===== config.mk =====
export PLATFORM = sky130hd
export DESIGN_NAME = pdm_input_stage
export DESIGN_NICKNAME = d
export VERILOG_FILES = /design/src/pdm_pkg.sv /design/src/pdm_input_stage.sv
export SDC_FILE = /design/constraint.sdc
export NUM_CORES = 1
export LEC_CHECK = 0
export BUFFER_PORTS_ARGS = -buffer_cell sky130_fd_sc_hd__buf_2
export CORE_MARGIN = 5
export CORE_UTILIZATION = 42
export CTS_CLUSTER_SIZE = 28
export DETAILED_ROUTE_END_ITERATION = 12
export HOLD_SLACK_MARGIN = 0.06
export PLACE_DENSITY_LB_ADDON = 0.3
export SYNTH_ARGS = -nofsm -noshare
export SYNTH_HDL_FRONTEND = slang
export SYNTH_SLANG_ARGS = --single-unit

===== constraint.sdc =====
create_clock -name clk -period 2.65 [get_ports clk]
set_input_delay 0.3975 -clock clk [delete_from_list [all_inputs] [get_ports clk]]
set_output_delay 0.3975 -clock clk [all_outputs]
set_load 0.02 [all_outputs]

===== src/pdm_pkg.sv =====
// Package for the PD differential motor mixer: widths, register indexes,
// stage payload structs and the duty saturation function. No dependencies.
`timescale 1ns / 1ps

package pdm_pkg;

    localparam int ErrW   = 16;
    localparam int DiffW  = ErrW + 1;
    localparam int GainW  = 16;
    localparam int BaseW  = 8;
    localparam int DutyW  = 8;
    localparam int PProdW = GainW + 1 + ErrW;
    localparam int DProdW = GainW + 1 + DiffW;
    localparam int SumW   = DProdW + 1;
    localparam int PdW    = SumW - 8;
    localparam int MixW   = PdW + 1;
    localparam int IdxW   = 3;
    localparam int CfgW   = 16;

    localparam logic [GainW-1:0] KP_RESET   = 16'd256;
    localparam logic [GainW-1:0] KD_RESET   = 16'd0;
    localparam logic [BaseW-1:0] BASE_RESET = 8'd150;
    localparam logic [DutyW-1:0] DUTY_MAX   = 8'd255;

    localparam logic [IdxW-1:0] REG_KP_A = 3'd0;
    localparam logic [IdxW-1:0] REG_KD_A = 3'd1;
    localparam logic [IdxW-1:0] REG_KP_B = 3'd2;
    localparam logic [IdxW-1:0] REG_KD_B = 3'd3;
    localparam logic [IdxW-1:0] REG_KP_C = 3'd4;
    localparam logic [IdxW-1:0] REG_KD_C = 3'd5;
    localparam logic [IdxW-1:0] REG_BASE = 3'd6;

    localparam logic [1:0] GAIN_SET_A = 2'd0;
    localparam logic [1:0] GAIN_SET_B = 2'd1;
    localparam logic [1:0] GAIN_SET_C = 2'd2;

    typedef struct packed {
        logic [2:0][GainW-1:0] kp;
        logic [2:0][GainW-1:0] kd;
        logic [BaseW-1:0]      base;
    } cfg_t;

    typedef struct packed {
        logic signed [ErrW-1:0]  err;
        logic signed [DiffW-1:0] diff;
        logic [GainW-1:0]        kp;
        logic [GainW-1:0]        kd;
        logic                    stop;
    } s1_t;

    typedef struct packed {
        logic signed [PProdW-1:0] p_prod;
        logic signed [DProdW-1:0] d_prod;
        logic                     stop;
    } s2_t;

    typedef struct packed {
        logic             standby_active;
        logic             left_update;
        logic             left_reverse;
        logic [DutyW-1:0] left_duty;
        logic             right_update;
        logic             right_reverse;
        logic [DutyW-1:0] right_duty;
    } result_t;

    // Clamp a non-negative magnitude to the largest duty.
    function automatic logic [DutyW-1:0] sat_duty(input logic signed [MixW-1:0] mag);
        logic [DutyW-1:0] res;
        if (mag > $signed({{(MixW-DutyW){1'b0}}, DUTY_MAX}))
            res = DUTY_MAX;
        else
            res = mag[DutyW-1:0];
        return res;
    endfunction

endpackage


===== src/pdm_input_stage.sv =====
// Input register stage: captures the request, picks the gain set, forms the
// error difference and keeps the previous error. Depends on pdm_pkg.
`timescale 1ns / 1ps

module pdm_input_stage
(
    input  logic                            clk,
    input  logic                            rst_n,
    input  logic                            in_valid,
    input  logic signed [pdm_pkg::ErrW-1:0] error_sample,
    input  logic                            stop_request,
    input  logic [1:0]                      gain_select,
    input  pdm_pkg::cfg_t                   cfg,
    input  logic                            down_ready,
    output logic                            ready,
    output logic                            valid,
    output pdm_pkg::s1_t                    data
);

    logic                            valid_reg;
    logic signed [pdm_pkg::ErrW-1:0] prev_error_reg;
    pdm_pkg::s1_t                    s1_reg;
    pdm_pkg::s1_t                    s1_next;

    assign ready = !valid_reg || down_ready;

    always_comb
    begin
        s1_next.err  = error_sample;
        s1_next.diff = {error_sample[pdm_pkg::ErrW-1], error_sample}
                     - {prev_error_reg[pdm_pkg::ErrW-1], prev_error_reg};
        s1_next.stop = stop_request;
        // Selector value three falls back to the last gain set.
        case (gain_select)
            pdm_pkg::GAIN_SET_A:
            begin
                s1_next.kp = cfg.kp[0];
                s1_next.kd = cfg.kd[0];
            end
            pdm_pkg::GAIN_SET_B:
            begin
                s1_next.kp = cfg.kp[1];
                s1_next.kd = cfg.kd[1];
            end
            default:
            begin
                s1_next.kp = cfg.kp[2];
                s1_next.kd = cfg.kd[2];
            end
        endcase
    end

    always_ff @(posedge clk or negedge rst_n)
    begin
        if (!rst_n)
        begin
            valid_reg      <= 1'b0;
            prev_error_reg <= '0;
        end
        else if (ready)
        begin
            valid_reg <= in_valid;
            if (in_valid && !stop_request)
                prev_error_reg <= error_sample;
        end
    end

    always_ff @(posedge clk)
    begin
        if (ready && in_valid)
            s1_reg <= s1_next;
    end

    assign valid = valid_reg;
    assign data  = s1_reg;

endmodule


==> summary.md <==
| Metric | Value |
|---|---|
| Status | complete, no violations |
| Postcts setup bufs | 0 |
| Ant diodes | 0 |
| Post-synth EDFFs | 66 |
| Initial core utilization | 0.429 |
| Mean Syn Cell Area | ~11 sq um |
| TritonCTS buffer count | 9 |
| Leak | 2.52 nW |
| Sequential fraction of the synthesis area | 0.574 |
| Number of synthesized register bits | 83 |
| Hold_ws | 0.252 ns |
| Drt initial violations | 188 |
| Worst R2R Setup Slack | about 0.26 ns |
| Met2 Usage GRT | 0.283 |
| # resized after CTS | 0 |
| Final setup viols | 0 |
| Clock Latency Late Sink | 0.34 ns |
| Die ar. | 12100 sq um |
| Post-route ant nets | 0 |
| Hold_buf cts | 1 |
| CP arrival | 2.46 ns |
| Crit-path max FO | 3 |
| Initial antenna violation count | 0 |
| Max-cap violations | 0 |
| Total Routing Usage GR | 0.161 |
| Max frequency | 419 MHz |
| Routability Congestion | 0.886 |
| Clock Sinks | 83 |
| H-tree Lvls | 3 |
| Met1 usage | 0.186 |
| Fin worst setup slack | 0.263 ns |
| Mapped Area | roughly 4200 sq um |
| Chip width | between 100 and 150 um |
| Post-Route WL | 10000 um |
| Number of I/O port buffers | 186 |
| Proportion of layout cells with a drive suffix above 1 | 0.377 |
| Area growth syn-to-layout | 30.3% |
| Unrepaired setup endpoints after global routing | false |
| Via density | slightly below 5 |
| WL per Instance | around 14 um |
| Worst Clk Skew | 0.00586 ns |
| Largest net degree at the start of global routing | 48 |
| Max-slew headroom | 0.596 |
| Min-delay worst type | input pin to flop |
| Vias | 3366 |
| Min cycle time layout | 2.39 ns |
| Global routing's busiest layer | met2 |
| Reg2reg start | prev_error_reg[0] |
| Largest register FFs | 66 |
| Post-synthesis cell type count | 42 |
| HPWL after DPL | ~8000 um |
| Final Hold Vio Count | 0 |
| Overall power | 0.00344 W |
| WHS Path Cells | 1 |
| CTS tree | yes |
| # DRC | 0 |
| Worst-margin pin slew | 0.605 ns |
| Depth of the worst register-to-register path | 7 |
| CP Class | flop to flop |
| Rows | 36 |
| First-pass GRT wire length | 14800 um |
| Area of the core | 9770 sq um |
| Clk root buf | clkbuf_8 |
| IO Count | about 200 |
| Grt ovf | 0 |
| R2r endpoint | data[41] |
| Crit path launch | prev_error_reg[0] |
| Slew Limit Fails | 0 |
| Crit end category | flop |
| Peak supply drop | 0.398 mV |
| Post-layout net count | 706 |
| Clock buffer depth | 2 |
| Vias in the first global route | approximately 3200 |
| Setup TNS Final | 0 ns |
| GR Layer Usage met3 | 0.0405 |
| Startpoint Class | flop |
| Synth warn | 0 |
| Main synth FF type | edfxtp_1 |
| Critical path required time | approximately 2.7 ns |
| Height of the die | approximately 110 um |
| Post-synth ARST share | 0.205 |
| Worst-path clk slew | 0.08 ns |
| Hold endpoint | data[0] |
| Pwr/cell area | 630 nW/um^2 |
| Cells after Synth | 374 |
| Synthesized net count | a little over 500 |
| Router iterations before antenna repair | 4 |
| Final Cycle Share | 0.901 |
| Worst slack at placement | between 0.08 and 0.09 ns |
| Worst min-delay path startpoint | stop_request |
[cells by family after synthesis]
group	share of synthesized area
AO/OA/AOI/OAI	0.121
XOR/XNOR	0.0146
adder cells (fa/ha/maj)	0.0525
buffers and inverters	0.0409
flip-flops	0.574
multiplexers	0.0862
AND/OR/NAND/NOR	0.110
[metal layers]
layer | routed length, um | vias to the layer above | share of wire
li1 | - | 1713 | -
met3 | 1020 | 10 | 0.10
met2 | 4930 | 128 | 0.49
met5 | 0 | - | 0
met1 | 3960 | 1515 | 0.39
met4 | 134 | 0 | 0.013
[worst max-delay path by stage]
stage                               to  slack (ns)  cells past startpoint
floorplan           prev_error_reg[15]        0.20                      6
global placement              data[49]        0.17                     10
detailed placement            data[41]        0.09                      9
CTS                           data[41]        0.25                      7
global route                  data[41]        0.12                      7
finish                        data[41]        0.26                      7
[critical path, stage by stage (launching register included)]
cell	delay, ns
dfrtp_1	0.38
ha_1	0.21
fa_1	0.40
and2b_1	0.23
o2111ai_1	0.18
a21boi_0	0.35
mux2i_1	0.22
o2111ai_1	0.15
[layout make-up]
| cell class | count | area (sq um) |
|---|---|---|
| clock inverter | 4 | 43.8 |
| inverter | 23 | 86.3 |
| tap | 133 | 166 |
| clock buffer | 12 | 135 |
| sequential | 83 | 2410 |
| multi-input combinational | 249 | 1620 |
| timing repair buffer | 196 | 1010 |
| fill | 878 | 4310 |
[synthesized netlist by cell type (all sizes together) (2+ instances only)]
library cell / instances / share of area
nor2: 13 / 0.012
a211oi: 5 / 0.0090
inv: 23 / 0.021
and2b: 3 / 0.0054
edfxtp: 66 / 0.47
mux2i: 35 / 0.084
nand2b: 5 / 0.0075
o2111ai: 2 / 0.0042
nor3: 5 / 0.0084
a21o: 3 / 0.0054
ha: 16 / 0.048
and2: 2 / 0.0030
a21oi: 13 / 0.016
o21ai: 55 / 0.068
nand3: 8 / 0.0095
nand2: 58 / 0.052
xnor2: 5 / 0.010
and3: 3 / 0.0045
buf: 5 / 0.0075
dfrtp: 17 / 0.10
xor2: 2 / 0.0042
clkbuf: 14 / 0.013
[power by group]
group / switching, W / internal (W) / leakage [nW]
clock: 0.000416 / 0.000431 / 0.0918
sequential: 0.0000332 / 0.00159 / 0.839
combinational: 0.000582 / 0.000388 / 1.59
total: 0.00103 / 0.00241 / 2.52
[cells in the final DEF, fill, tap and decap left out, types with 2 or more instances in the layout]
| cell type | synthesis | layout |
|---|---|---|
| a21oi_1 | 13 | 13 |
| and3_1 | 3 | 3 |
| o2111ai_1 | 2 | 2 |
| a211oi_1 | 5 | 5 |
| nand2_1 | 58 | 58 |
| nand3_1 | 8 | 8 |
| nor3_1 | 3 | 3 |
| inv_1 | 23 | 23 |
| clkbuf_1 | 13 | 3 |
| ha_1 | 16 | 16 |
| xnor2_1 | 5 | 5 |
| o21ai_0 | 54 | 54 |
| edfxtp_1 | 66 | 66 |
| xor2_1 | 2 | 2 |
| and2b_1 | 3 | 3 |
| clkbuf_8 | 0 | 9 |
| a21o_1 | 3 | 3 |
| clkinv_2 | 0 | 2 |
| dfrtp_1 | 17 | 17 |
| nor2_1 | 13 | 13 |
| mux2i_1 | 35 | 35 |
| nand2b_1 | 5 | 5 |
| buf_4 | 0 | 9 |
| nor3_2 | 2 | 2 |
| buf_2 | 4 | 186 |
[through the flow]
step	cells	instance area, sq um	utilization
floorplan	374	4190	-
global placement	683	5280	0.540
detailed placement	683	5280	0.540
CTS	700	5470	0.559
global route	700	5470	0.559
finish	700	5470	0.559
No activity file was read; power rests on OpenSTA's default activity.
