<file path="src/pdm_pkg.sv">
// Package for the PD differential motor mixer: widths, register indexes,
// stage payload structs and the duty saturation function. No dependencies.
`timescale 1ns / 1ps

package pdm_pkg;

    localparam int ErrW   = 16;
    localparam int DiffW  = ErrW + 1;
    localparam int GainW  = 16;
    localparam int BaseW  = 8;
    localparam int DutyW  = 8;
    localparam int PProdW = GainW + 1 + ErrW;
    localparam int DProdW = GainW + 1 + DiffW;
    localparam int SumW   = DProdW + 1;
    localparam int PdW    = SumW - 8;
    localparam int MixW   = PdW + 1;
    localparam int IdxW   = 3;
    localparam int CfgW   = 16;

    localparam logic [GainW-1:0] KP_RESET   = 16'd256;
    localparam logic [GainW-1:0] KD_RESET   = 16'd0;
    localparam logic [BaseW-1:0] BASE_RESET = 8'd150;
    localparam logic [DutyW-1:0] DUTY_MAX   = 8'd255;

    localparam logic [IdxW-1:0] REG_KP_A = 3'd0;
    localparam logic [IdxW-1:0] REG_KD_A = 3'd1;
    localparam logic [IdxW-1:0] REG_KP_B = 3'd2;
    localparam logic [IdxW-1:0] REG_KD_B = 3'd3;
    localparam logic [IdxW-1:0] REG_KP_C = 3'd4;
    localparam logic [IdxW-1:0] REG_KD_C = 3'd5;
    localparam logic [IdxW-1:0] REG_BASE = 3'd6;

    localparam logic [1:0] GAIN_SET_A = 2'd0;
    localparam logic [1:0] GAIN_SET_B = 2'd1;
    localparam logic [1:0] GAIN_SET_C = 2'd2;

    typedef struct packed {
        logic [2:0][GainW-1:0] kp;
        logic [2:0][GainW-1:0] kd;
        logic [BaseW-1:0]      base;
    } cfg_t;

    typedef struct packed {
        logic signed [ErrW-1:0]  err;
        logic signed [DiffW-1:0] diff;
        logic [GainW-1:0]        kp;
        logic [GainW-1:0]        kd;
        logic                    stop;
    } s1_t;

    typedef struct packed {
        logic signed [PProdW-1:0] p_prod;
        logic signed [DProdW-1:0] d_prod;
        logic                     stop;
    } s2_t;

    typedef struct packed {
        logic             standby_active;
        logic             left_update;
        logic             left_reverse;
        logic [DutyW-1:0] left_duty;
        logic             right_update;
        logic             right_reverse;
        logic [DutyW-1:0] right_duty;
    } result_t;

    // Clamp a non-negative magnitude to the largest duty.
    function automatic logic [DutyW-1:0] sat_duty(input logic signed [MixW-1:0] mag);
        logic [DutyW-1:0] res;
        if (mag > $signed({{(MixW-DutyW){1'b0}}, DUTY_MAX}))
            res = DUTY_MAX;
        else
            res = mag[DutyW-1:0];
        return res;
    endfunction

endpackage

</file>
<file path="src/pdm_mix_stage.sv">
// Mix stage: sums the products, scales by 1/256 toward zero, mixes around
// the base speed and registers the motor result. Depends on pdm_pkg.
`timescale 1ns / 1ps

module pdm_mix_stage
(
    input  logic                        clk,
    input  logic                        rst_n,
    input  logic                        up_valid,
    input  pdm_pkg::s2_t                up_data,
    input  logic [pdm_pkg::BaseW-1:0]   base,
    input  logic                        out_stall,
    output logic                        ready,
    output logic                        valid,
    output pdm_pkg::result_t            result
);

    logic                              valid_reg;
    pdm_pkg::result_t                  res_reg;
    pdm_pkg::result_t                  res_next;
    logic signed [pdm_pkg::SumW-1:0]   sum;
    logic signed [pdm_pkg::SumW-1:0]   biased;
    logic signed [pdm_pkg::PdW-1:0]    pd;
    logic signed [pdm_pkg::MixW-1:0]   base_ext;
    logic signed [pdm_pkg::MixW-1:0]   left;
    logic signed [pdm_pkg::MixW-1:0]   right;

    assign ready = !valid_reg || !out_stall;

    always_comb
    begin
        sum = {{(pdm_pkg::SumW-pdm_pkg::PProdW){up_data.p_prod[pdm_pkg::PProdW-1]}},
               up_data.p_prod}
            + {{(pdm_pkg::SumW-pdm_pkg::DProdW){up_data.d_prod[pdm_pkg::DProdW-1]}},
               up_data.d_prod};
        // A bias of 255 on negative sums makes the arithmetic shift truncate toward zero.
        biased   = sum + (sum[pdm_pkg::SumW-1] ? pdm_pkg::SumW'(255) : '0);
        pd       = biased[pdm_pkg::SumW-1:8];
        base_ext = $signed({{(pdm_pkg::MixW-pdm_pkg::BaseW){1'b0}}, base});
        left     = base_ext + {pd[pdm_pkg::PdW-1], pd};
        right    = base_ext - {pd[pdm_pkg::PdW-1], pd};

        res_next = '0;
        if (up_data.stop)
        begin
            res_next.standby_active = 1'b1;
        end
        else if (left[pdm_pkg::MixW-1])
        begin
            res_next.left_update  = 1'b1;
            res_next.left_reverse = 1'b1;
            res_next.left_duty    = pdm_pkg::sat_duty(-left);
        end
        else if (right[pdm_pkg::MixW-1])
        begin
            res_next.right_update  = 1'b1;
            res_next.right_reverse = 1'b1;
            res_next.right_duty    = pdm_pkg::sat_duty(-right);
        end
        else
        begin
            res_next.left_update  = 1'b1;
            res_next.left_duty    = pdm_pkg::sat_duty(left);
            res_next.right_update = 1'b1;
            res_next.right_duty   = pdm_pkg::sat_duty(right);
        end
    end

    always_ff @(posedge clk or negedge rst_n)
    begin
        if (!rst_n)
            valid_reg <= 1'b0;
        else if (ready)
            valid_reg <= up_valid;
    end

    always_ff @(posedge clk)
    begin
        if (ready && up_valid)
            res_reg <= res_next;
    end

    assign valid  = valid_reg;
    assign result = res_reg;

endmodule

</file>
<file path="config.mk">
export PLATFORM = sky130hd
export DESIGN_NAME = pdm_mix_stage
export DESIGN_NICKNAME = d
export VERILOG_FILES = /design/src/pdm_pkg.sv /design/src/pdm_mix_stage.sv
export SDC_FILE = /design/constraint.sdc
export NUM_CORES = 1
export LEC_CHECK = 0
export BUFFER_PORTS_ARGS = -buffer_cell sky130_fd_sc_hd__clkbuf_2
export CAP_MARGIN = 20
export CORE_MARGIN = 4
export CORE_UTILIZATION = 45
export CTS_CLUSTER_SIZE = 14
export DETAILED_ROUTE_END_ITERATION = 10
export PLACE_DENSITY_LB_ADDON = 0.15
export SLEW_MARGIN = 20
export SYNTH_ARGS = -nofsm -noshare
export SYNTH_HDL_FRONTEND = slang
export SYNTH_SLANG_ARGS = --single-unit
</file>
<file path="constraint.sdc">
create_clock -name clk -period 3.28 [get_ports clk]
set_input_delay 0.492 -clock clk [delete_from_list [all_inputs] [get_ports clk]]
set_output_delay 0.492 -clock clk [all_outputs]
set_load 0.02 [all_outputs]
</file>
==> summary by stage <==
Setup path
The slowest stage of the critical path is the sky130_fd_sc_hd__or4_4 cell. Among the stages of the critical path, the cell type that occurs most often is sky130_fd_sc_hd__a21oi_2. The kind of cell with the highest combined delay on the critical path is simple AND/OR/NAND/NOR gates. The biggest cell delay along the critical path is 0.53 ns.

Data on the critical path arrives at its endpoint at 7.92 ns. The kind of launch point of the worst setup path is an input port. The worst-path maximum fanout is 8. STA puts the critical path data required time at 3.27 ns. Counting both buffers and inverters, the worst setup path holds a total of 7. The critical path class is input port to register. The kind of end point of the critical path is a register.

Final layout
The library cells used most frequently in the layout, excluding fill and tap cells, are sky130_fd_sc_hd__buf_4 (504), sky130_fd_sc_hd__clkbuf_2 (95), sky130_fd_sc_hd__nand2_1 (80). The layout overhead on the synthesized area is 73.39%. The share of layout cells above drive strength 1 is 50.46%. The number of flip-flops in the largest register is 21. The most common cell after layout, fill and taps aside is sky130_fd_sc_hd__buf_4. 0 antenna diodes ended up in the layout. The layout has 1097 filler cells. In the final design database the tool counted 1763 nets. Cells fill 80.11% of the core in the end.

Yosys
The multiplexer share of the synthesized area is 1.595%. In this run, synthesis inferred 21 flip-flops with an integrated enable. In this run, synthesis produced a sequential element count of 22. The synthesized netlist occupies a cell area of 0.007689 mm^2. The share of synthesized flip-flops with an asynchronous set or reset is 4.545%. Summing the areas of all compound-gate instances in the mapped netlist gives 32.14% of the synthesized area. In the synthesized netlist the dominant register cell turns out to be sky130_fd_sc_hd__edfxtp_1. The fraction of synthesized cell area in xor and xnor cells is 10.92%. The mean instance size in the synthesized netlist is 7.486 um^2. After synthesis, the largest family of logic cells by area is simple AND/OR/NAND/NOR gates. Synthesis instantiated 103 different standard cells from the library.

The arithmetic-cell share of the synthesized area counting full adders, half adders and majority gates is 10.22%. The number of cells produced by synthesis is 1027. Sequential cells were found to cover 8.527% of the synthesized design area. For this run, the number of Yosys warnings is 0.

When the netlist entered floorplanning its net count stood at 1168. The share of synthesized cell area in and, or, nand and nor gates is 32.22%.

Power
VDD sags by at most 421.4 uV. Of the total power, combinational logic draws 88.8%. The part of the power in the clock network is 5.0%. The power density over the cells is 414.9 mW/mm^2. The static leakage is 5.816 nW. The internal power contribution is 2.990 mW.

The switching power of the nets is 2.542 mW. The sequential share of power is 6.2%. The power consumption is 5.532 mW.

Net switching is 45.95% of the power.

GRT
After global routing the overflow that remains totals 0. Entering global routing, the biggest net connects 22 pins. Global routing used 29.67% of the available tracks.

The number of global-route vias before repair is 10350. The number of antenna violations at the first check in global routing is 0. The first global-routing pass estimated 49.32 mm of wire.

Place
The placer congestion estimate is 0.9600. Port buffering added 102 buffers. The wire-length estimate of the detail-placed layout is 23.28 mm. Prior to clock tree synthesis, the placed netlist has a worst setup slack of -4.647 ns.

Route
The number of iterations in the first detailed-routing pass is 5. The first routing iteration left 853 violations. The remaining antenna violation count after routing is 0. The routed layout has 10930 vias. Dividing the detail-routed via count by the number of cells gives 5.936.

The routed length per instance is 17.90 um. The final layout contains routed wiring with a total length of 32.95 mm. After detailed routing, the number of remaining DRC violations is 0.

Hold path
The tightest min-delay check is of the input port to asynchronous set/reset pin type.

Timing
The ratio of final minimum period to clock period is 241.8%. The worst pin sits at a relative slew slack of 41.46%. The worst setup skew after layout is 0.002135 ns. The shortest clock period the worst path allows after layout is 7.933 ns. The final number of setup-violating endpoints is 20. The number of pins with negative max-slew slack in the final report is 0. The slew at the pin closest to its max-slew limit is 0.8781 ns. The worst hold-check slack is 0.0002827 ns. Setup repair after global routing could not meet its margin everywhere. The number of failing hold endpoints at the final stage is 0. The final worst slack is -4.653 ns. The upper clock frequency limit is 0.1261 GHz.

Clocking
For the worst-skew pair, the clock arrives at the later sink with an insertion delay of 0.25 ns. The total number of H-tree levels is 1. The maximum number of buffers from clock root to sink is 2. The master cell of the clock root buffer is sky130_fd_sc_hd__clkbuf_16. The register clock-pin slew on the reported worst setup and hold paths is 0.05 ns.

The TritonCTS buffer count is 3. TritonCTS built the clock tree. The number of hold buffers added after CTS was 0. The number of sinks driven by the clock tree is 22.

Floorplan
The floorplan die area is 0.01924 mm^2. The horizontal die dimension is 138.7 um. The starting density of the core is 46.20%. The die boundary height is 138.7 um.

The top-level port count is 103. The floorplan has 47 rows. The core region is 0.01664 mm^2.

Outcome
The checks that failed: negative setup slack. The flow ran to the end, but the final reports show violations.

Job
The tool flagged a number of max-cap violations equal to 0.
[power groups by stage]
stage | clock network (mW) | logic, mW | registers, mW
2_1_floorplan | 0 | 2.18 | 0.379
3_3_place_gp | 0 | 4.07 | 0.349
3_5_place_dp | 0 | 4.16 | 0.350
4_1_cts | 0.276 | 4.44 | 0.344
5_1_grt | 0.285 | 5.25 | 0.347
6_report | 0.274 | 4.91 | 0.344
[what timing repair did]
action                                  CTS  global route
endpoints found under the setup margin   20            20
buffers inserted                         44            24
pin swaps                                53            66
gates cloned                              1             0
resized for setup                        65            69
[kinds of logic (layout without fill, tap and decap cells)]
logic type	count (synthesis)	in the layout
and+or+nand+nor	428	429
xor gates and xnor gates	95	95
adders and majority gates	61	61
buffers and inverters	76	669
AOI/OAI and AO/OA	333	333
muxes	12	12
DFF	22	22
[metal layers]
metal / track usage [%] / vias up / share of wire [%]
met5: 0 / - / 0
met4: 12.00 / 0 / 5.2
met3: 1.655 / 144 / 5.9
met2: 54.78 / 550 / 50
met1: 35.91 / 5083 / 39
li1: - / 5151 / -
[cell type report]
class,count,area [um^2],area share [%]
multi-input cells,930,7545,56.59
flip-flops and latches,22,655.6,4.918
well taps,220,275.3,2.065
inverters,36,135.1,1.014
clock buffers,4,88.84,0.6664
repair buffers,629,4632,34.74
[worst reg2reg max path, cell delays in order, from the launching register on]
cell	delay, ns
sky130_fd_sc_hd__dfrtp_1	0.37
sky130_fd_sc_hd__nand2_1	0.10
sky130_fd_sc_hd__and2_1	0.72
[final timing paths]
| path | startpoint | slack, ns | endpoint | cells after the start |
|---|---|---|---|---|
| max | up_data[7] | -4.65 | result[5] | 36 |
| min | rst_n | 0.0003 | valid | 1 |
| max reg2reg | valid | 1.72 | result[0] | 2 |
| min reg2reg | valid | 0.52 | valid | 2 |
| max in group asynchronous | rst_n | 3.20 | valid | 1 |
| min in group clk | up_valid | 0.45 | valid | 2 |
[through the flow]
| stage | setup TNS [ns] | instances | area, um^2 |
|---|---|---|---|
| after global routing | -92.26 | 1841 | 13330 |
| final | -87.36 | 1841 | 13330 |
| after CTS | -77.50 | 1818 | 12800 |
| after floorplan | -78.90 | 1027 | 7920 |
| after detailed placement | -87.56 | 1770 | 11970 |
| after global placement | -85.06 | 1770 | 11970 |
[synth_stat cells (5+ instances only)]
| library cell | number | area share (%) |
|---|---|---|
| sky130_fd_sc_hd__a21o_1 | 22 | 2.1 |
| sky130_fd_sc_hd__nor3_2 | 5 | 0.65 |
| sky130_fd_sc_hd__and3_1 | 13 | 1.1 |
| sky130_fd_sc_hd__or3_1 | 19 | 1.5 |
| sky130_fd_sc_hd__nand4_1 | 20 | 1.6 |
| sky130_fd_sc_hd__xnor2_1 | 74 | 8.4 |
| sky130_fd_sc_hd__buf_2 | 11 | 0.72 |
| sky130_fd_sc_hd__o21ai_1 | 9 | 0.59 |
| sky130_fd_sc_hd__nor3b_1 | 5 | 0.49 |
| sky130_fd_sc_hd__nand2b_1 | 18 | 1.5 |
| sky130_fd_sc_hd__a21oi_1 | 70 | 4.6 |
| sky130_fd_sc_hd__o211a_1 | 6 | 0.78 |
| sky130_fd_sc_hd__or4_1 | 5 | 0.49 |
| sky130_fd_sc_hd__mux2i_1 | 10 | 1.3 |
| sky130_fd_sc_hd__o21ai_0 | 42 | 2.7 |
| sky130_fd_sc_hd__o21a_1 | 15 | 1.5 |
| sky130_fd_sc_hd__o31ai_1 | 7 | 0.68 |
| sky130_fd_sc_hd__nor4_1 | 28 | 2.3 |
| sky130_fd_sc_hd__a211oi_1 | 26 | 2.5 |
| sky130_fd_sc_hd__edfxtp_1 | 21 | 8.2 |
| sky130_fd_sc_hd__buf_4 | 6 | 0.59 |
| sky130_fd_sc_hd__inv_1 | 36 | 1.8 |
| sky130_fd_sc_hd__o211ai_1 | 13 | 1.3 |
| sky130_fd_sc_hd__xor2_1 | 20 | 2.3 |
| sky130_fd_sc_hd__or2_2 | 8 | 0.65 |
| sky130_fd_sc_hd__nor4_2 | 6 | 0.98 |
| sky130_fd_sc_hd__clkbuf_1 | 20 | 0.98 |
| sky130_fd_sc_hd__a22oi_1 | 7 | 0.68 |
| sky130_fd_sc_hd__and2_1 | 16 | 1.3 |
| sky130_fd_sc_hd__nor2_1 | 74 | 3.6 |
| sky130_fd_sc_hd__a31oi_1 | 12 | 0.98 |
| sky130_fd_sc_hd__ha_1 | 58 | 9.4 |
| sky130_fd_sc_hd__nor3_1 | 37 | 2.4 |
| sky130_fd_sc_hd__o31a_1 | 10 | 1.1 |
| sky130_fd_sc_hd__nand2_1 | 84 | 4.1 |
| sky130_fd_sc_hd__a211o_1 | 8 | 0.91 |
| sky130_fd_sc_hd__o2111ai_1 | 5 | 0.57 |
| sky130_fd_sc_hd__nand3_1 | 41 | 2.7 |
| sky130_fd_sc_hd__o21bai_1 | 10 | 0.98 |
| sky130_fd_sc_hd__nor2b_1 | 5 | 0.41 |
(Power assumes the default switching activity.)
