[src/pdm_pkg.sv]
// Package for the PD differential motor mixer: widths, register indexes,
// stage payload structs and the duty saturation function. No dependencies.
`timescale 1ns / 1ps

package pdm_pkg;

    localparam int ErrW   = 16;
    localparam int DiffW  = ErrW + 1;
    localparam int GainW  = 16;
    localparam int BaseW  = 8;
    localparam int DutyW  = 8;
    localparam int PProdW = GainW + 1 + ErrW;
    localparam int DProdW = GainW + 1 + DiffW;
    localparam int SumW   = DProdW + 1;
    localparam int PdW    = SumW - 8;
    localparam int MixW   = PdW + 1;
    localparam int IdxW   = 3;
    localparam int CfgW   = 16;

    localparam logic [GainW-1:0] KP_RESET   = 16'd256;
    localparam logic [GainW-1:0] KD_RESET   = 16'd0;
    localparam logic [BaseW-1:0] BASE_RESET = 8'd150;
    localparam logic [DutyW-1:0] DUTY_MAX   = 8'd255;

    localparam logic [IdxW-1:0] REG_KP_A = 3'd0;
    localparam logic [IdxW-1:0] REG_KD_A = 3'd1;
    localparam logic [IdxW-1:0] REG_KP_B = 3'd2;
    localparam logic [IdxW-1:0] REG_KD_B = 3'd3;
    localparam logic [IdxW-1:0] REG_KP_C = 3'd4;
    localparam logic [IdxW-1:0] REG_KD_C = 3'd5;
    localparam logic [IdxW-1:0] REG_BASE = 3'd6;

    localparam logic [1:0] GAIN_SET_A = 2'd0;
    localparam logic [1:0] GAIN_SET_B = 2'd1;
    localparam logic [1:0] GAIN_SET_C = 2'd2;

    typedef struct packed {
        logic [2:0][GainW-1:0] kp;
        logic [2:0][GainW-1:0] kd;
        logic [BaseW-1:0]      base;
    } cfg_t;

    typedef struct packed {
        logic signed [ErrW-1:0]  err;
        logic signed [DiffW-1:0] diff;
        logic [GainW-1:0]        kp;
        logic [GainW-1:0]        kd;
        logic                    stop;
    } s1_t;

    typedef struct packed {
        logic signed [PProdW-1:0] p_prod;
        logic signed [DProdW-1:0] d_prod;
        logic                     stop;
    } s2_t;

    typedef struct packed {
        logic             standby_active;
        logic             left_update;
        logic             left_reverse;
        logic [DutyW-1:0] left_duty;
        logic             right_update;
        logic             right_reverse;
        logic [DutyW-1:0] right_duty;
    } result_t;

    // Clamp a non-negative magnitude to the largest duty.
    function automatic logic [DutyW-1:0] sat_duty(input logic signed [MixW-1:0] mag);
        logic [DutyW-1:0] res;
        if (mag > $signed({{(MixW-DutyW){1'b0}}, DUTY_MAX}))
            res = DUTY_MAX;
        else
            res = mag[DutyW-1:0];
        return res;
    endfunction

endpackage

[src/pdm_cfg_regs.sv]
// Configuration register file: three gain sets and the base speed.
// Depends on pdm_pkg.
`timescale 1ns / 1ps

module pdm_cfg_regs
(
    input  logic                           clk,
    input  logic                           rst_n,
    input  logic                           cfg_we,
    input  logic [pdm_pkg::IdxW-1:0]       cfg_index,
    input  logic [pdm_pkg::CfgW-1:0]       cfg_data,
    output pdm_pkg::cfg_t                  cfg
);

    pdm_pkg::cfg_t cfg_reg;
    pdm_pkg::cfg_t cfg_next;

    always_comb
    begin
        cfg_next = cfg_reg;
        if (cfg_we)
        begin
            unique case (cfg_index)
                pdm_pkg::REG_KP_A: cfg_next.kp[0] = cfg_data;
                pdm_pkg::REG_KD_A: cfg_next.kd[0] = cfg_data;
                pdm_pkg::REG_KP_B: cfg_next.kp[1] = cfg_data;
                pdm_pkg::REG_KD_B: cfg_next.kd[1] = cfg_data;
                pdm_pkg::REG_KP_C: cfg_next.kp[2] = cfg_data;
                pdm_pkg::REG_KD_C: cfg_next.kd[2] = cfg_data;
                pdm_pkg::REG_BASE: cfg_next.base  = cfg_data[pdm_pkg::BaseW-1:0];
                default:           cfg_next = cfg_reg;
            endcase
        end
    end

    always_ff @(posedge clk or negedge rst_n)
    begin
        if (!rst_n)
        begin
            cfg_reg.kp   <= {3{pdm_pkg::KP_RESET}};
            cfg_reg.kd   <= {3{pdm_pkg::KD_RESET}};
            cfg_reg.base <= pdm_pkg::BASE_RESET;
        end
        else
        begin
            cfg_reg <= cfg_next;
        end
    end

    assign cfg = cfg_reg;

endmodule

[config.mk]
export PLATFORM = sky130hd
export DESIGN_NAME = pdm_cfg_regs
export DESIGN_NICKNAME = d
export VERILOG_FILES = /design/src/pdm_pkg.sv /design/src/pdm_cfg_regs.sv
export SDC_FILE = /design/constraint.sdc
export NUM_CORES = 1
export LEC_CHECK = 0
export BUFFER_PORTS_ARGS = -buffer_cell sky130_fd_sc_hd__buf_2
export CAP_MARGIN = 20
export CORE_ASPECT_RATIO = 0.5
export CORE_MARGIN = 2
export CORE_UTILIZATION = 50
export DETAILED_ROUTE_END_ITERATION = 10
export GPL_TIMING_DRIVEN = 0
export MAX_ROUTING_LAYER = met4
export PLACE_DENSITY = 0.78
export REMOVE_ABC_BUFFERS = 1
export SLEW_MARGIN = 20
export SYNTH_ARGS = -nofsm -noshare
export SYNTH_HDL_FRONTEND = slang
export SYNTH_SLANG_ARGS = --single-unit
[constraint.sdc]
create_clock -name clk -period 1.1 [get_ports clk]
set_clock_uncertainty 0.05 [all_clocks]
set_input_delay 0.055 -clock clk [delete_from_list [all_inputs] [get_ports clk]]
set_output_delay 0.055 -clock clk [all_outputs]
set_load 0.1 [all_outputs]
==> metrics.md, run 1 <==
| Metric | Value |
|---|---|
| Total congestion overflow after global routing | 0 |
| Synth Register Bits | 104 |
| Static power due to leakage | 2.84 nW |
| Floorplan core area | 0.00789 mm² |
| Cells after Synth | 228 |
| Cell area after technology mapping | 0.00401 mm² |
| Setup slack after placement | -0.637 ns |
| Maximum fanout count along the critical path | 2 |
| Most frequent cells after synthesis | dfrtp_1 (97), mux2_2 (93), mux2_4 (10) |
| # setup viols final | 16 |
| # rows | 23 |
| Data required time at the worst endpoint | 1.00 ns |
| Count of input and output buffers | 125 |
| Net total in the final layout | 406 |
| Number of placed I/O pins | 126 |
| Actual slew at the worst max-slew pin | 0.620 ns |
| Internal | 8.99 mW |
| Setup repair after global routing missed its margin | true |
| Final non-filler cell area | 0.00615 mm² |
| Final-layout setup total negative slack | -0.697 ns |
| Global placement routability congestion | 0.695 |
| Level count of the clock H-tree | 3 |
| Via density | 5.24 |
| Number of flip-flops in the largest register | 104 |
| Pin count of the biggest net entering global routing | 77 |
| Max cap viols | 0 |
| Peak supply drop | 1.84 mV |
| Cell Chain, Critical Path | buf_12 |
| GRT busiest layer | met2 |
| Placed cells | 461 |
| Number of pins exceeding their max-slew limit in the final report | 0 |
| Library cell with the highest instance count after synthesis | dfrtp_1 |
| Post-route antenna net violation count | 0 |
| Fraction of power consumed by combinational cells | 53.9% |
| Final worst path period share | 108% |
| Count of routing violations after the opening detailed-route iteration | 121 |
| Synth async-reset ratio | 100% |
| Routed via count | 2626 |
| Max_slew headroom | 58.4% |
| Number of buffers added by the clock tree synthesis step | 9 |
| HP Class | in2async |
| Crit-path leading delay family | flip-flops |
| Clock network power share | 16.4% |
| Areal power density over the cells | 2980 mW/mm² |
| CP Buf/Inv Count | 1 |
| Number of iterations in the first detailed-routing pass | 4 |
| Clock transition time at the flip-flop clock pins of the worst setup and hold paths | 0.07 ns |
| Vias in the first global route | 2813 |
| Failing checks | negative setup slack |
| Register area share after synthesis | 65.1% |
| Nature of the critical path startpoint | flip-flop |
| Post-route insts no fill | 501 |
| Die span in x | 131 µm |
| Clock tree from TritonCTS | done |
| DRC viols | 0 |
| Synth area leaders | dfrtp_1 (61%), mux2_2 (26%), dfstp_2 (4.6%) |
| Initial antenna violation count | 0 |
| Routed wire length | 10.7 mm |
| Signed area change from the synthesized netlist to the final layout | 53.4% |
| Setup ws final | -0.0900 ns |
| Clock insertion delay at the later pin of the skew report | 0.34 ns |
| Sequential cell fraction of total power | 29.7% |
| First-pass GRT wire length | 15.0 mm |
| Final period demand of the worst path | 1.19 ns |
| Data arrival time of the critical path | 1.08 ns |
| Slowest stage cell, crit path | dfstp_2 |
| Number of antenna cells inserted | 0 |
| Global routing usage on met1 | 29.0% |
| Number of library cell types mapped by synthesis | 12 |
| Switch share | 51.0% |
| Delay of the slowest cell on the worst path | 0.56 ns |
| Met3 track utilization from global routing | 6.34% |
| Sum of net half-perimeters after detailed placement | 6.38 mm |
| Met2 demand-to-capacity share in global routing | 41.1% |
| Largest area contributor in the netlist | dfrtp_1 |
| Clock root buffer master | clkbuf_16 |
| Maximum operating frequency | 840 MHz |
| Standard cell area after detailed placement | 0.00484 mm² |
| Ratio of cells with drive above 1 in the final layout | 69.9% |
| Worst Setup Path Type | reg2out |
| Psw | 9.34 mW |
| Result of the run | finished, violations left |
| Post-synth EDFFs | 0 |
| Synth warnings | 0 |
| Clock sink count | 104 |
| Total track usage | 24.5% |
| Sort of element at the end of the critical path | primary output |
| Final count of hold timing violations | 0 |
| Avg Synthesized Cell Area | 17.6 µm² |
| Ys flop type | dfrtp_1 |
| Area share of the largest cell type after synthesis | 60.5% |
| Filler Cell Count | 437 |
| Initial standard-cell utilization of the core | 50.9% |
| Number of buffers on the longest clock path | 2 |
| Die footprint | 0.00880 mm² |
| Height of the chip | 67.3 µm |
| Average routed wire per standard cell | 21.3 µm |
==> per-stage QoR <==
step	hold WS [ns]	util, %	power [mW]
finish	0.0990	78.0	18.3
global route	0.121	78.0	18.8
CTS	0.108	74.6	17.8
detailed placement	-0.105	61.4	13.7
global placement	0.295	59.3	13.5
floorplan	-0.291	-	12.3
==> power groups by stage <==
| stage | Clock (mW) | Sequential [mW] | Combinational, mW |
|---|---|---|---|
| after floorplan | 0 | 11.4 | 0.857 |
| after global routing | 3.21 | 5.51 | 10.1 |
| final | 3.01 | 5.44 | 9.88 |
| after CTS | 3.01 | 5.29 | 9.47 |
| after detailed placement | 0 | 5.20 | 8.50 |
| after global placement | 0 | 5.13 | 8.36 |
==> metal layers <==
layer,vias up,share of wire [%]
li1,1131,-
met1,1388,41
met2,75,52
met3,32,4.0
met4,0,2.8
met5,-,0
==> layout make-up <==
class / instances / area [µm²] / area share [%]
flip-flops and latches: 104 / 2610 / 42.4
repair buffers: 158 / 1760 / 28.6
multi-input cells: 111 / 1360 / 22.2
clock buffers: 12 / 256 / 4.17
well taps: 112 / 140 / 2.28
clock inverters: 4 / 20.0 / 0.325
==> layout by cell type (no fill, tap or decap), drive strengths merged <==
master       instances
buf                141
dfstp                7
clkinv               4
nor4bb               3
nor4b                1
clkbuf              12
dfrtp               97
nand4b               3
dlygate4sd3         17
mux2               104
==> cells by family (layout without fill, tap and decap cells) <==
logic type	Yosys count	in the layout	share of synthesized area (%)
buf+inv	13	174	2.46
simple gates	7	7	2.31
mux	104	104	30.1
flops	104	104	65.1
==> worst paths after layout <==
path	slack [ns]	end	cells past startpoint	startpoint
worst max-delay path	-0.09	cfg[80]	1	cfg[80]
worst min-delay path	0.1	cfg[63]	2	rst_n
min in group clk	0.24	cfg[63]	4	cfg_index[2]
max in group asynchronous	0.19	cfg[80]	3	rst_n
worst max register to register	0.19	cfg[45]	1	cfg[45]
worst min register to register	0.48	cfg[51]	1	cfg[51]
==> timing repair <==
| action | in CTS | in global routing |
|---|---|---|
| pin swaps | 3 | 3 |
| setup buffers | 7 | 0 |
| resized for setup | 170 | 75 |
| hold endpoints to repair | 204 | 0 |
| hold buffers | 17 | 0 |
| endpoints found under the setup margin | 180 | 93 |
No activity file was read; power rests on OpenSTA's default activity.
==> run 2, diff against run 1 <==
--- a/config.mk
+++ b/config.mk
@@ -8,13 +8,14 @@
 export BUFFER_PORTS_ARGS = -buffer_cell sky130_fd_sc_hd__buf_2
 export CAP_MARGIN = 20
 export CORE_ASPECT_RATIO = 0.5
-export CORE_MARGIN = 2
+export CORE_MARGIN = 1.5
 export CORE_UTILIZATION = 50
 export DETAILED_ROUTE_END_ITERATION = 10
 export GPL_TIMING_DRIVEN = 0
 export MAX_ROUTING_LAYER = met4
 export PLACE_DENSITY = 0.78
 export REMOVE_ABC_BUFFERS = 1
+export SKIP_LAST_GASP = 1
 export SLEW_MARGIN = 20
 export SYNTH_ARGS = -nofsm -noshare
 export SYNTH_HDL_FRONTEND = slang
==> metrics.md, run 2 (same netlist as run 1, synthesis figures left out) <==
| Metric | Value |
|---|---|
| Clock root buffer master | clkbuf_16 (unchanged) |
| Number of buffers on the longest clock path | 2 (unchanged) |
| HP Class | in2async (unchanged) |
| Number of placed I/O pins | 126 (unchanged) |
| Clock tree from TritonCTS | done (unchanged) |
| Nature of the critical path startpoint | flip-flop (unchanged) |
| Clock sink count | 104 (unchanged) |
| Floorplan core area | 0.00754 mm² (was 0.00789 mm²) |
| Count of routing violations after the opening detailed-route iteration | 115 (was 121) |
| Failing checks | negative setup slack (unchanged) |
| Worst flop-to-flop path startpoint | cfg[7] (was cfg[45]) |
| Data arrival time of the critical path | 1.13 ns (was 1.08 ns) |
| Initial antenna violation count | 0 (unchanged) |
| Final-layout setup total negative slack | -0.654 ns (was -0.697 ns) |
| Height of the chip | 66.3 µm (was 67.3 µm) |
| Number of buffers added by the clock tree synthesis step | 9 (unchanged) |
| Flop2flop setup slack | 0.18 ns (was 0.19 ns) |
| Post-route antenna net violation count | 0 (unchanged) |
| Maximum fanout count along the critical path | 2 (unchanged) |
| Number of pins exceeding their max-slew limit in the final report | 0 (unchanged) |
| Post-route insts no fill | 503 (was 501) |
| Number of flip-flops in the largest register | 104 (unchanged) |
| Ratio of cells with drive above 1 in the final layout | 69.9% (about the same) |
| Result of the run | finished, violations left (unchanged) |
| Crit path from | cfg[96] (was cfg[80]) |
| Sort of element at the end of the critical path | primary output (unchanged) |
| CP Buf/Inv Count | 1 (unchanged) |
| Final worst path period share | 113% (was 108%) |
| Clock transition time at the flip-flop clock pins of the worst setup and hold paths | 0.06 ns (was 0.07 ns) |
| Total track usage | 25.4% (was 24.5%) |
| Setup ws final | -0.139 ns (was -0.0900 ns) |
| Areal power density over the cells | 2950 mW/mm² (was 2980 mW/mm²) |
| Crit-path leading delay family | flip-flops (unchanged) |
| Die footprint | 0.00860 mm² (was 0.00880 mm²) |
| Total congestion overflow after global routing | 0 (unchanged) |
| DRC viols | 0 (unchanged) |
| Logic depth of the worst register-to-register path | 2 (was 1) |
| Signed area change from the synthesized netlist to the final layout | 54.3% (was 53.4%) |
| Pin count of the biggest net entering global routing | 79 (was 77) |
| # setup viols final | 8 (was 16) |
| Worst Setup Path Type | reg2out (unchanged) |
| Reg-to-Reg End | cfg[7] (was cfg[45]) |
| Average routed wire per standard cell | 21.7 µm (was 21.3 µm) |
| Worst hold margin | 0.0915 ns (was 0.0990 ns) |
| Routed wire length | 10.9 mm (was 10.7 mm) |
| Final count of hold timing violations | 0 (unchanged) |
| Delay of the slowest cell on the worst path | 0.60 ns (was 0.56 ns) |
| Die span in x | 130 µm (was 131 µm) |
| Global placement routability congestion | 0.738 (was 0.695) |
| Initial standard-cell utilization of the core | 53.2% (was 50.9%) |
| Setup repair after global routing missed its margin | true (unchanged) |
| # rows | 22 (was 23) |
| Peak supply drop | 1.98 mV (was 1.84 mV) |
| Data required time at the worst endpoint | 1.00 ns (about the same) |
| Actual slew at the worst max-slew pin | 0.450 ns (was 0.620 ns) |
| Number of iterations in the first detailed-routing pass | 4 (unchanged) |
| Number of antenna cells inserted | 0 (unchanged) |
| Max_slew headroom | 69.9% (was 58.4%) |
| Level count of the clock H-tree | 3 (unchanged) |
| Vias in the first global route | 2781 (was 2813) |
| Commonest non-fill, non-tap cells in the layout | dfrtp_1 (97), buf_6 (95), mux2_2 (93) (was buf_6 (99), dfrtp_1 (97), mux2_2 (93)) |
| Routed via count | 2602 (was 2626) |
| Static power due to leakage | 2.86 nW (was 2.84 nW) |
| Via density | 5.17 (was 5.24) |
| Leading cell type in the layout, fill and taps excluded | dfrtp_1 (was buf_6) |
| Slowest stage cell, crit path | dfstp_2 (unchanged) |
| Maximum operating frequency | 807 MHz (was 840 MHz) |
| Sum of net half-perimeters after detailed placement | 6.00 mm (was 6.38 mm) |
| First-pass GRT wire length | 15.5 mm (was 15.0 mm) |
| Placed cells | 456 (was 461) |
| Max cap viols | 0 (unchanged) |
| Cell Chain, Critical Path | buf_12 (unchanged) |
| Net total in the final layout | 412 (was 406) |
| Count of input and output buffers | 125 (unchanged) |
| Clock insertion delay at the later pin of the skew report | 0.34 ns (about the same) |
| Final period demand of the worst path | 1.24 ns (was 1.19 ns) |
run 2: changes by cell type in the layout (fill, tap and decap cells not counted), sizes merged:
cell      change
buf           +4
clkbuf        +3
clkinv        -3
clkinvlp      +2
run 2: final cells by class:
type / count / area, µm²
fillers: 399 / 1350
repair buffers: 164 / 1810
flip-flops and latches: 104 / 2610
clock buffers: 13 / 250
clock inverters: 3 / 20.0
well taps: 108 / 135
multi-input cells: 111 / 1360
run 2: timing repair:
action | CTS | global route
hold buffers | 17 | 0
endpoints found under the setup margin | 187 | 97
pin swaps | 5 | 3
cloned | 0 | 0
resized for setup | 189 | 54
buffers inserted | 6 | 8
hold endpoints to repair | 202 | 0
run 2: worst max-delay path by stage:
stage,slack [ns],depth (start not counted),to
2_1_floorplan,-1.21,2,cfg[10]
3_3_place_gp,-3.00,3,cfg[16]
3_5_place_dp,-0.72,4,cfg[78]
4_1_cts,-0.20,3,cfg[43]
5_1_grt,-0.14,1,cfg[96]
6_report,-0.14,1,cfg[96]
run 2: metrics by stage:
stage | power, mW | setup WS [ns] | instance area, µm² | util (%)
after floorplan | 12.3 | -1.21 | 3910 | -
after global routing | 18.8 | -0.144 | 6190 | 82.1
after CTS | 17.8 | -0.202 | 5910 | 78.4
after global placement | 13.5 | -3.00 | 4670 | 62.0
final | 18.3 | -0.139 | 6190 | 82.1
after detailed placement | 13.7 | -0.718 | 4830 | 64.1
run 2: routing by layer:
metal	share of wire [%]	GRT usage (%)	routed length (µm)
met1	41	30.2	4450
met2	54	43.3	5860
met3	2.9	5.42	312
met4	2.6	9.31	279
met5	0	-	0
run 2: report_power, final:
group / leakage [nW] / internal (mW) / switching, mW
clock: 0.126 / 1.60 / 1.35
combinational: 1.50 / 2.63 / 7.26
sequential: 1.24 / 4.72 / 0.719
==> run 3, diff against run 2 <==
--- a/config.mk
+++ b/config.mk
@@ -15,6 +15,7 @@
 export MAX_ROUTING_LAYER = met4
 export PLACE_DENSITY = 0.78
 export REMOVE_ABC_BUFFERS = 1
+export SETUP_SLACK_MARGIN = 0.1
 export SKIP_LAST_GASP = 1
 export SLEW_MARGIN = 20
 export SYNTH_ARGS = -nofsm -noshare
==> metrics.md, run 3 <==
| Metric | Value |
|---|---|
| Sum of net half-perimeters after detailed placement | 6.00 mm (unchanged) |
| Avg Synthesized Cell Area | 17.6 µm² (unchanged) |
| Library cell with the highest instance count after synthesis | dfrtp_1 (unchanged) |
| Pin count of the biggest net entering global routing | 79 |
| Synth Register Bits | 104 (unchanged) |
| Synth async-reset ratio | 100% (unchanged) |
| Number of library cell types mapped by synthesis | 12 (unchanged) |
| Stage at which the run stopped | global routing |
| Clock root buffer master | clkbuf_16 (unchanged) |
| Global placement routability congestion | 0.738 (unchanged) |
| Die span in x | 130 µm (unchanged) |
| Synth area leaders | dfrtp_1 (61%), mux2_2 (26%), dfstp_2 (4.6%) (unchanged) |
| Most frequent cells after synthesis | dfrtp_1 (97), mux2_2 (93), mux2_4 (10) (unchanged) |
| Largest area contributor in the netlist | dfrtp_1 (unchanged) |
| Worst endpoint type | primary output |
| Cell area after technology mapping | 0.00401 mm² (unchanged) |
| Synth warnings | 0 (unchanged) |
| Level count of the clock H-tree | 3 (unchanged) |
| Number of buffers added by the clock tree synthesis step | 9 (unchanged) |
| Clock sink count | 104 (unchanged) |
| Result of the run | did not finish (was finished, violations left) |
| Count of input and output buffers | 125 (unchanged) |
| Number of buffers on the longest clock path | 2 (unchanged) |
| Post-synth EDFFs | 0 (unchanged) |
| Cells after Synth | 228 (unchanged) |
| Initial antenna violation count | 0 |
| Final worst endpoint reported by repair_timing after global routing | cfg[1] |
| Register area share after synthesis | 65.1% (unchanged) |
| Error message | [ERROR DPL-0033] detailed placement checks failed during check placement. |
| Height of the chip | 66.3 µm (unchanged) |
| Area share of the largest cell type after synthesis | 60.5% (unchanged) |
| # rows | 22 (unchanged) |
| Ys flop type | dfrtp_1 (unchanged) |
| Initial standard-cell utilization of the core | 53.2% (unchanged) |
| Number of placed I/O pins | 126 (unchanged) |
| Standard cell area after detailed placement | 0.00483 mm² (unchanged) |
==> run 3: timing repair <==
item	CTS
hold buffers	17
setup buffers	26
hold endpoints to repair	202
gates resized for setup	408
endpoints found under the setup margin	205
pin swaps	4
==> run 3: cells by family after synthesis <==
family	after synthesis	synth area share (%)
and+or+nand+nor	7	2.31
muxes	104	30.1
DFF	104	65.1
buffers and inverters	13	2.46
==> run 3: stage by stage <==
stage / hold slack [ns] / setup WS (ns) / std cells
floorplan: -0.291 / -1.21 / 215
global placement: 0.293 / -3.00 / 448
detailed placement: -0.114 / -0.718 / 456
CTS: 0.103 / -0.0960 / 515
==> run 4, diff against run 3 <==
--- a/config.mk
+++ b/config.mk
@@ -7,15 +7,12 @@
 export LEC_CHECK = 0
 export BUFFER_PORTS_ARGS = -buffer_cell sky130_fd_sc_hd__buf_2
 export CAP_MARGIN = 20
-export CORE_ASPECT_RATIO = 0.5
 export CORE_MARGIN = 1.5
-export CORE_UTILIZATION = 50
+export CORE_UTILIZATION = 40
 export DETAILED_ROUTE_END_ITERATION = 10
 export GPL_TIMING_DRIVEN = 0
-export MAX_ROUTING_LAYER = met4
-export PLACE_DENSITY = 0.78
+export PLACE_DENSITY_LB_ADDON = 0.15
 export REMOVE_ABC_BUFFERS = 1
-export SETUP_SLACK_MARGIN = 0.1
 export SKIP_LAST_GASP = 1
 export SLEW_MARGIN = 20
 export SYNTH_ARGS = -nofsm -noshare
==> metrics.md, run 4 (same netlist as run 1, synthesis figures left out) <==
| Metric | Value |
|---|---|
| Result of the run | finished, violations left (was did not finish) |
| Failing checks | negative setup slack |
| Clock root buffer master | clkbuf_8 (was clkbuf_16) |
| Clock tree from TritonCTS | done |
| Average routed wire per standard cell | 19.0 µm |
| Via density | 4.79 |
| Leading cell type in the layout, fill and taps excluded | dfrtp_1 |
| Switch share | 50.0% |
| Reg-to-Reg End | cfg[71] |
| Post-route antenna net violation count | 0 |
| Max cap viols | 0 |
| Sum of net half-perimeters after detailed placement | 5.80 mm (was 6.00 mm) |
| Number of buffers added by the clock tree synthesis step | 9 (unchanged) |
| # setup viols final | 39 |
| Data required time at the worst endpoint | 1.30 ns |
| Number of buffers on the longest clock path | 2 (unchanged) |
| Fraction of power consumed by combinational cells | 58.8% |
| Initial antenna violation count | 0 |
| Sum of internal, switching and leakage power | 18.7 mW |
| Count of routing violations after the opening detailed-route iteration | 69 |
| Final worst path period share | 120% |
| Worst flop-to-flop path startpoint | cfg[71] |
| Sequential cell fraction of total power | 29.7% |
| Initial standard-cell utilization of the core | 41.2% (was 53.2%) |
| HP Class | in2async |
| Final count of hold timing violations | 0 |
| Final non-filler cell area | 0.00667 mm² |
| Number of placed I/O pins | 126 (unchanged) |
| Die footprint | 0.0106 mm² |
| Die span in x | 103 µm (was 130 µm) |
| Number of antenna cells inserted | 0 |
| Number of iterations in the first detailed-routing pass | 4 |
| Final standard cell utilization of the core | 68.6% |
| Clock network power share | 11.5% |
| Pin count of the biggest net entering global routing | 67 |
| Flop2flop setup slack | 0.11 ns |
| Routed wire length | 10.1 mm |
| Vias in the first global route | 2574 |
| Internal | 9.36 mW |
| Cell Chain, Critical Path | buf_2, nand4b_2, mux2_2 |
| Worst Setup Path Type | in2reg |
| Setup ws final | -0.221 ns |
| Worst hold margin | 0.114 ns |
| Level count of the clock H-tree | 3 (unchanged) |
| Number of flip-flops in the largest register | 104 |
| Actual slew at the worst max-slew pin | 0.780 ns |
| Global placement routability congestion | 0.682 (was 0.738) |
| First-pass GRT wire length | 14.0 mm |
| Floorplan core area | 0.00973 mm² |
| Setup slack after placement | -0.734 ns (was -0.718 ns) |
| DRC viols | 0 |
| Count of input and output buffers | 125 (unchanged) |
| Signed area change from the synthesized netlist to the final layout | 66.3% |
| Commonest non-fill, non-tap cells in the layout | dfrtp_1 (97), mux2_2 (93), buf_12 (76) |
| Sort of element at the end of the critical path | flip-flop |
| # rows | 36 (was 22) |
| Clock transition time at the flip-flop clock pins of the worst setup and hold paths | 0.10 ns |
| Peak supply drop | 1.71 mV |
| Ratio of cells with drive above 1 in the final layout | 70.0% |
| Height of the chip | 103 µm (was 66.3 µm) |
| Clock sink count | 104 (unchanged) |
| Final period demand of the worst path | 1.32 ns |
| Total track usage | 18.2% |
| Delay of the slowest cell on the worst path | 0.74 ns |
| Areal power density over the cells | 2810 mW/mm² |
| Logic depth of the worst register-to-register path | 2 |
| Routed via count | 2541 |
| Max_slew headroom | 47.8% |
| Maximum fanout count along the critical path | 16 |
| Maximum operating frequency | 757 MHz |
| Total congestion overflow after global routing | 0 |
| Setup repair after global routing missed its margin | true |
| Clock insertion delay at the later pin of the skew report | 0.36 ns |
| Data arrival time of the critical path | 1.52 ns |
| Standard cell area after detailed placement | 0.00485 mm² (was 0.00483 mm²) |
| Number of pins exceeding their max-slew limit in the final report | 0 |
| Nature of the critical path startpoint | primary input |
| Net total in the final layout | 414 |
| Static power due to leakage | 3.01 nW |
| Slowest stage cell, crit path | nand4b_2 |
| Psw | 9.36 mW |
## run 4: power by group through the flow
stage	Sequential [mW]	Clock [mW]	Combinational, mW
2_1_floorplan	11.4	0	0.857
3_3_place_gp	5.12	0	8.40
3_5_place_dp	5.16	0	8.48
4_1_cts	5.38	2.24	9.99
5_1_grt	5.67	2.35	11.3
6_report	5.56	2.15	11.0
## run 4: stage by stage
stage	setup TNS [ns]	std cells
detailed placement	-52.88	480
finish	-7.00	530
floorplan	-71.44	215
CTS	-8.03	517
global route	-9.35	530
global placement	-298.39	473
## run 4: how the worst max path moves through the flow
| stage | startpoint | to | cells past startpoint | slack, ns |
|---|---|---|---|---|
| 3_3_place_gp | cfg_we | cfg[81] | 3 | -3.01 |
| 4_1_cts | cfg_index[1] | cfg[47] | 3 | -0.23 |
| 6_report | cfg_index[2] | cfg[36] | 3 | -0.22 |
| 2_1_floorplan | cfg_we | cfg[10] | 2 | -1.21 |
| 5_1_grt | cfg_index[2] | cfg[39] | 3 | -0.28 |
| 3_5_place_dp | cfg_index[1] | cfg[11] | 4 | -0.73 |
## run 4: what timing repair did
item,CTS,global route
hold buffers,17,0
cloned,0,0
buffers inserted,4,13
setup endpoints to repair,176,121
pin swaps,3,0
resized for setup,261,109
endpoints found under the hold margin,204,0
## run 4: per-layer routing
metal  global-route usage, %  part of all wire (%)  vias to the layer above
met5                       0                     0                        -
met4                    8.11                   1.5                        0
met3                    4.88                   5.4                       13
met2                    31.0                    53                       78
met1                    21.7                    40                     1308
li1                        -                     -                     1142
## run 4: final cells by class
cell class / instances / area [µm²]
Timing Repair Buffer: 166 / 2380
Clock buffer: 13 / 149
Fill cell: 680 / 3060
Sequential cell: 104 / 2610
Tap cell: 133 / 166
Multi-Input combinational cell: 111 / 1350
Clock inverter: 3 / 20.0
## run 4: critical path, delay by kind of cell
kind	cells	cell delay (ns)
buf+inv	1	0.17
mux	1	0.54
simple gates	1	0.74
